--- config.mk ---
export PLATFORM = sky130hd
export DESIGN_NAME = gbns_ctrl
export DESIGN_NICKNAME = d
export VERILOG_FILES = /design/src/rtl/gbns_pkg.sv /design/src/rtl/gbns_ctrl.sv
export SDC_FILE = /design/constraint.sdc
export NUM_CORES = 1
export LEC_CHECK = 0
export ABC_CLOCK_PERIOD_IN_PS = 4810
export BUFFER_PORTS_ARGS = -buffer_cell sky130_fd_sc_hd__buf_2
export CORE_ASPECT_RATIO = 1.1
export CORE_UTILIZATION = 40
export DETAILED_ROUTE_END_ITERATION = 16
export SETUP_SLACK_MARGIN = 0.4
export SYNTH_ARGS = -nofsm -noshare
export SYNTH_HDL_FRONTEND = slang
export SYNTH_SLANG_ARGS = --single-unit
--- constraint.sdc ---
create_clock -name i_clk -period 4.81 [get_ports i_clk]
set_clock_uncertainty 0.05 [all_clocks]
set_input_delay 0.7215 -clock i_clk [delete_from_list [all_inputs] [get_ports i_clk]]
set_output_delay 0.7215 -clock i_clk [all_outputs]
set_load 0.03 [all_outputs]
--- src/rtl/gbns_pkg.sv ---
// ----------------------------------------------------------------------------
// gbns_pkg: shared types for the grid next-step planner
// Beat payloads, controller commands, datapath status and step offsets.
// ----------------------------------------------------------------------------
`default_nettype none

package gbns_pkg;

    typedef struct packed {
        logic       req_type;
        logic [4:0] tile_row;
        logic [4:0] tile_col;
        logic [1:0] tile_kind;
        logic [9:0] start_x;
        logic [9:0] start_y;
        logic [9:0] target_x;
        logic [9:0] target_y;
    } t_req;

    typedef struct packed {
        logic       direct_mode;
        logic [4:0] next_row;
        logic [4:0] next_col;
        logic       moved;
    } t_rsp;

    localparam logic REQ_WRITE = 1'b0;
    localparam logic REQ_QUERY = 1'b1;

    localparam logic [1:0] KIND_OPEN = 2'd0;

    localparam int STEPS = 8;

    // neighbor order: N, S, W, E, NW, NE, SW, SE
    localparam logic signed [1:0] STEP_DR [STEPS] =
        '{-2'sd1, 2'sd1, 2'sd0, 2'sd0, -2'sd1, -2'sd1, 2'sd1, 2'sd1};
    localparam logic signed [1:0] STEP_DC [STEPS] =
        '{2'sd0, 2'sd0, -2'sd1, 2'sd1, -2'sd1, 2'sd1, -2'sd1, 2'sd1};

    typedef enum logic [12:0] {
        S_CLEAR  = 13'b0000000000001,
        S_IDLE   = 13'b0000000000010,
        S_PREP1  = 13'b0000000000100,
        S_PREP2  = 13'b0000000001000,
        S_DCLR   = 13'b0000000010000,
        S_SEED   = 13'b0000000100000,
        S_DEQ    = 13'b0000001000000,
        S_CUR    = 13'b0000010000000,
        S_CURD   = 13'b0000100000000,
        S_EXPAND = 13'b0001000000000,
        S_FSTART = 13'b0010000000000,
        S_FIN    = 13'b0100000000000,
        S_OUT    = 13'b1000000000000
    } t_state;

    typedef struct packed {
        logic clear_tile;
        logic idle;
        logic prep1;
        logic prep2;
        logic dclr;
        logic seed;
        logic deq;
        logic cur;
        logic curd;
        logic expand;
        logic fstart;
        logic fin;
        logic load_out;
    } t_cmd;

    typedef struct packed {
        logic sweep_done;
        logic queue_empty;
        logic cur_is_start;
        logic k_last;
        logic direct;
        logic out_free;
    } t_sts;

endpackage

`default_nettype wire

--- src/rtl/gbns_ctrl.sv ---
// ----------------------------------------------------------------------------
// gbns_ctrl: sequencer for the grid next-step planner
// Steps through clear, prepare, search and neighbor selection phases.
// ----------------------------------------------------------------------------
`default_nettype none

module gbns_ctrl import gbns_pkg::*; (
    input  wire  i_clk,
    input  wire  i_rst_n,
    input  wire  i_req_valid,
    input  wire  i_req_query,
    input  t_sts i_sts,
    output t_cmd o_cmd
);

    t_state r_state, n_state;

    always_ff @(posedge i_clk) begin
        if (!i_rst_n) begin
            r_state <= S_CLEAR;
        end else begin
            r_state <= n_state;
        end
    end

    always_comb begin
        n_state = r_state;
        unique case (r_state)
            S_CLEAR:  if (i_sts.sweep_done) n_state = S_IDLE;
            S_IDLE:   if (i_req_valid && i_req_query) n_state = S_PREP1;
            S_PREP1:  n_state = S_PREP2;
            S_PREP2:  n_state = i_sts.direct ? S_OUT : S_DCLR;
            S_DCLR:   if (i_sts.sweep_done) n_state = S_SEED;
            S_SEED:   n_state = S_DEQ;
            S_DEQ:    n_state = i_sts.queue_empty ? S_FSTART : S_CUR;
            S_CUR:    n_state = S_CURD;
            S_CURD:   n_state = i_sts.cur_is_start ? S_FSTART : S_EXPAND;
            S_EXPAND: if (i_sts.k_last) n_state = S_DEQ;
            S_FSTART: n_state = S_FIN;
            S_FIN:    if (i_sts.k_last) n_state = S_OUT;
            S_OUT:    if (i_sts.out_free) n_state = S_IDLE;
            default:  n_state = S_CLEAR;
        endcase
    end

    always_comb begin
        o_cmd.clear_tile = (r_state == S_CLEAR);
        o_cmd.idle       = (r_state == S_IDLE);
        o_cmd.prep1      = (r_state == S_PREP1);
        o_cmd.prep2      = (r_state == S_PREP2);
        o_cmd.dclr       = (r_state == S_DCLR);
        o_cmd.seed       = (r_state == S_SEED);
        o_cmd.deq        = (r_state == S_DEQ);
        o_cmd.cur        = (r_state == S_CUR);
        o_cmd.curd       = (r_state == S_CURD);
        o_cmd.expand     = (r_state == S_EXPAND);
        o_cmd.fstart     = (r_state == S_FSTART);
        o_cmd.fin        = (r_state == S_FIN);
        o_cmd.load_out   = (r_state == S_OUT) && i_sts.out_free;
    end

endmodule

`default_nettype wire

; After elaboration in Yosys (flattened, before gate mapping)
; Cells that the tools add are included.
[word_totals]
ff_bits = 13
latchBits = 0
ramBits = 0
mem_bits_ro = 0
in_bits = 10
output_inout_bits = 13
wordCells = 33
mem_count = 0
[op_classes]
addsub = 0
mul = 0
div_mod_pow = 0
order_cmp = 0
eq_ne = 19
shift = 0
mux = 10
n_bitwise = 0
n_reduce_logical = 3
[op_table]
columns = op, n
row1 = case mux 13 bit (13 select lines), 1
row2 = 2-to-1 mux 13 bit, 7
row3 = 2-to-1 mux 11 bit, 2
row4 = "== test 13 x 1 -> 1 bit, second input constant", 1
row5 = "== test 13 x 10 -> 1 bit, second input constant", 1
row6 = "== test 13 x 11 -> 1 bit, second input constant", 1
row7 = "== test 13 x 12 -> 1 bit, second input constant", 1
row8 = "== test 13 bit, second input constant", 1
row9 = "== test 13 x 2 -> 1 bit, second input constant", 1
row10 = "== test 13 x 3 -> 1 bit, second input constant", 1
row11 = "== test 13 x 4 -> 1 bit, second input constant", 1
row12 = "== test 13 x 5 -> 1 bit, second input constant", 1
row13 = "== test 13 x 6 -> 1 bit, second input constant", 1
row14 = "== test 13 x 7 -> 1 bit, second input constant", 1
row15 = "== test 13 x 8 -> 1 bit, second input constant", 1
row16 = "== test 13 x 9 -> 1 bit, second input constant", 1
row17 = "inequality test 2 bit, second input constant", 5
row18 = AND reduction 6 bit, 1
row19 = logical AND 1 bit, 2
row20 = "inequality test 2 x 1 -> 1 bit, second input constant", 1

; Longest topological paths before layout
[logic_depth]
word_depth = 3
depth_mapped = 7
ltp_nobuf = 6

; Least setup slack after synthesis
; OpenSTA, ideal clock, no wires.
[synth_path]
kind = reg2out
start = register r_state[0]
end = output o_cmd[3] (netlist bit)
t_arrival_ns = 2.352
required_time_ns = 4.039
setup_slack_ns = 1.687
stages_incl_launch_ff = 5
path_buffers = 1
cell_sequence = dfxtp_1 -> buf_2 -> nor4_1 -> nand2_1 -> nor4b_1
[synth_rtl]
columns = element, line_no
row1 = from (decl), gbns_ctrl.sv:16  ; t_state r_state, n_state;
row2 = from (signal assigned), gbns_ctrl.sv:22  ; r_state <= n_state;
row3 = to (decl), gbns_ctrl.sv:13  ; output t_cmd o_cmd

==> metrics list <==
- Buffers inserted during clock tree synthesis total 3.
- Sequential Power Share: 0.367
- Register name with the most flops: r_state
* Post-route cell area: 0.00101 mm²
- Relative area change from synthesis to final layout: 15.4%
* Routability Congestion: 0.800
* Switching portion of total power: 0.434
- Fraction of final layout cells with drive strength greater than 1: 0.250
* Peak ir drop on the vdd network: 0.144 mV
- The first global-routing pass estimated 3.51 mm of wire.
* Power per Cell Area: 370 mW/mm²
- The largest registers in the layout are r_state (13).
* Number of clock sinks: 13
- In this run, the number of DRC markers left after iteration 0 of detailed routing was 13.
- Die area: 0.00239 mm²
* Total vias in the final route: 878
- Kind of cell adding the most delay to the critical path: simple AND/OR/NAND/NOR gates
- Count of antenna diodes in the layout: 0
* Top fanout value on the critical path: 9
* Dominant synthesized flop cell: sky130_fd_sc_hd__dfxtp_1
* Gate count of the mapped netlist: 109
* Buf+Inv Stages, Crit Path: 1
- Result of the run: complete, no violations
- The tree is rooted in a sky130_fd_sc_hd__clkbuf_4.
* Post-route antenna net violation count: 0
- Summed over all failing endpoints, the final setup total negative slack is 0 ns.
- Later-pin clock latency in the skew report: 0.27 ns
* Proportion of register bits with asynchronous set or reset after synthesis: 0
- Synthesis inferred 13 register bits.
* Unique cell type count in the Yosys netlist: 38
- In this design, the stage delay of the slowest critical-path cell is 0.60 ns.
* Cell-internal power: 212 µW
- The worst pin sits at a relative slew slack of 0.485.
- The slowest stage of the critical path belongs to the cell sky130_fd_sc_hd__or4_4.
- Max Clock Freq: 317 MHz
- STA classifies the critical path endpoint as an output pin.
- Post-synth design cell area: 878 µm²
* Clock transition time at the flip-flop clock pins of the worst setup and hold paths: 0.08 ns
- Port Buf Inserts: 22
* Fin crit period: 3.16 ns
- Walking the worst path, the cells encountered are or4_4 > or4_4 > nor4b_2 > buf_2.
* DRC errors left: 0
- Before antenna repair, the detailed router went through 4 iterations.
- Core area: 0.00204 mm²
* Post-route core utilization: 0.496
- TritonCTS clock tree: built
* Fraction of the yosys area taken by sequential cells: 0.296
- When the netlist entered floorplanning its net count stood at 119.
- Post-synthesis average cell area: 8.06 µm²
* Number of buffers added to fix hold violations after cts: 0
* Area post-placement: 987 µm²
* Share of power burned in the clock network: 0.185
* Maximum buffer depth of the clock tree: 2
* Total chip power: 375 µW
- Post_cts resized: 0
* Psw: 163 µW
- The number of endpoints with negative hold slack in the final report is 0.
- Filler cell count in the final layout: 216
- Global-route usage over all layers: 0.196
* Synth top area cells: sky130_fd_sc_hd__dfxtp_1 30%, sky130_fd_sc_hd__nor2_1 5.1%, sky130_fd_sc_hd__nor4_1 5.0%, sky130_fd_sc_hd__nor2b_1 4.3%, sky130_fd_sc_hd__nor3_1 3.4%
- Combinational power share: 0.448
- The setup path with the least slack is of type register to output pin.
* Detail-routed via count per cell: 5.63
- In this run the static leakage power is 0.425 nW.
* Hold/Removal Path Class: register to register
- The number of antenna violations at the first check in global routing came to 0.
* Routed WL per cell: 13.1 µm
* Layout Nets: 139
- Required arrival time at the worst endpoint: 4.04 ns
- The worst setup path is launched from a register.
* Flip-flop count of the largest register after layout: 13
* Total global routing overflow: 0
- From bottom edge to top edge, the die measures 51.1 µm.
- Yosys warnings: 0
- The number of global-route vias before repair was 769.
- STA puts the critical path data arrival time at 2.39 ns.
- Max Cap Viol: 0
* Total half-perimeter wirelength after legalization and detailed placement: 1.57 mm
- Period utilisation layout: 0.656
- DRT Wirelength: 2.05 mm
- Final slew viol count: 0
- Setup repair after global routing left no endpoint under its margin.
* Width of the die: 46.7 µm
* Initial standard-cell utilization of the core: 0.430
* Area share of the largest cell type after synthesis: 0.296
- # placed instances: 152
* Worst slack at placement: 1.97 ns
* Number of enable flip-flop cells after synthesis: 0
- Summed over all instances, the cell type with the most area after synthesis is sky130_fd_sc_hd__dfxtp_1.
- Entering global routing, the biggest net connects 11 pins.
- Final hold analysis gives a worst-case slack of 0.588 ns.
- Smallest setup slack after layout: 1.65 ns
* Number of top-level pins: 23
* Setup Buffers After CTS: 0
- Actual slew at the worst max-slew pin: 0.765 ns
- The initialized floorplan defines 17 standard-cell rows.
* Most frequent cell on the critical path: sky130_fd_sc_hd__or4_4
* Final cell count without fillers: 156
- CTS H-Tree Depth: 1
- Setup Viol. Count Final: 0
## Yosys cell counts, types with 4 or more instances
master / instances
sky130_fd_sc_hd__a21oi_1: 5
sky130_fd_sc_hd__nor2_1: 12
sky130_fd_sc_hd__clkbuf_1: 4
sky130_fd_sc_hd__nor2b_1: 6
sky130_fd_sc_hd__inv_1: 5
sky130_fd_sc_hd__nand2_1: 6
sky130_fd_sc_hd__nor3_1: 6
sky130_fd_sc_hd__dfxtp_1: 13
sky130_fd_sc_hd__nor4_1: 7
## worst register-to-register path: cells and delay by family, from the launching register on
kind | cells | cell delay (ns)
compound gates | 1 | 0.05
flops | 1 | 0.42
simple gates | 5 | 1.71
## kinds of logic after synthesis
kind of cell / count (synthesis) / share of synthesized area
buffers and inverters: 12 / 0.0627
xor gates and xnor gates: 6 / 0.0598
DFF: 13 / 0.296
muxes: 1 / 0.0128
AOI/OAI and AO/OA: 14 / 0.118
and+or+nand+nor: 63 / 0.450
## cells in the final DEF, fill, tap and decap left out, drive strengths merged, types with 2 or more instances in the layout
cell type / count
nor3b: 3
nor4: 8
dfxtp: 13
a21oi: 5
and3: 3
nand3: 3
nand2: 6
nand4: 2
a211oi: 2
clkbuf: 4
or4: 2
nor2b: 6
and4: 2
xor2: 3
buf: 22
nor3: 7
nor2: 12
xnor2: 3
nor4b: 4
a32oi: 2
inv: 5
## layout make-up
type	instances	area, µm²	area share
clock buffer	4	26.3	0.0259
inverter	5	18.8	0.0185
multi-input combinational	84	563	0.556
sequential	13	260	0.257
tap	28	35.0	0.0346
timing repair buffer	22	110	0.109
## power groups by stage
stage,Clock (mW),Combinational (mW),Sequential (mW)
floorplan,0,0.146,0.123
global placement,0,0.169,0.140
detailed placement,0,0.168,0.140
CTS,0.0704,0.169,0.138
global route,0.0765,0.183,0.142
finish,0.0692,0.168,0.138
## final timing paths
check,cells after the start,end,from,slack (ns)
hold / removal,2,r_state[11],r_state[11],0.59
setup / recovery,4,o_cmd[10],r_state[4],1.65
hold reg to reg,2,r_state[11],r_state[11],0.59
setup reg to reg,6,r_state[4],r_state[4],2.54
## metal layers
metal	GRT usage	share of wire
met1	0.275	0.49
met2	0.301	0.44
met3	0.0247	0.049
met4	0.0714	0.024
met5	0	0
Power figures use the tool's default switching activity.
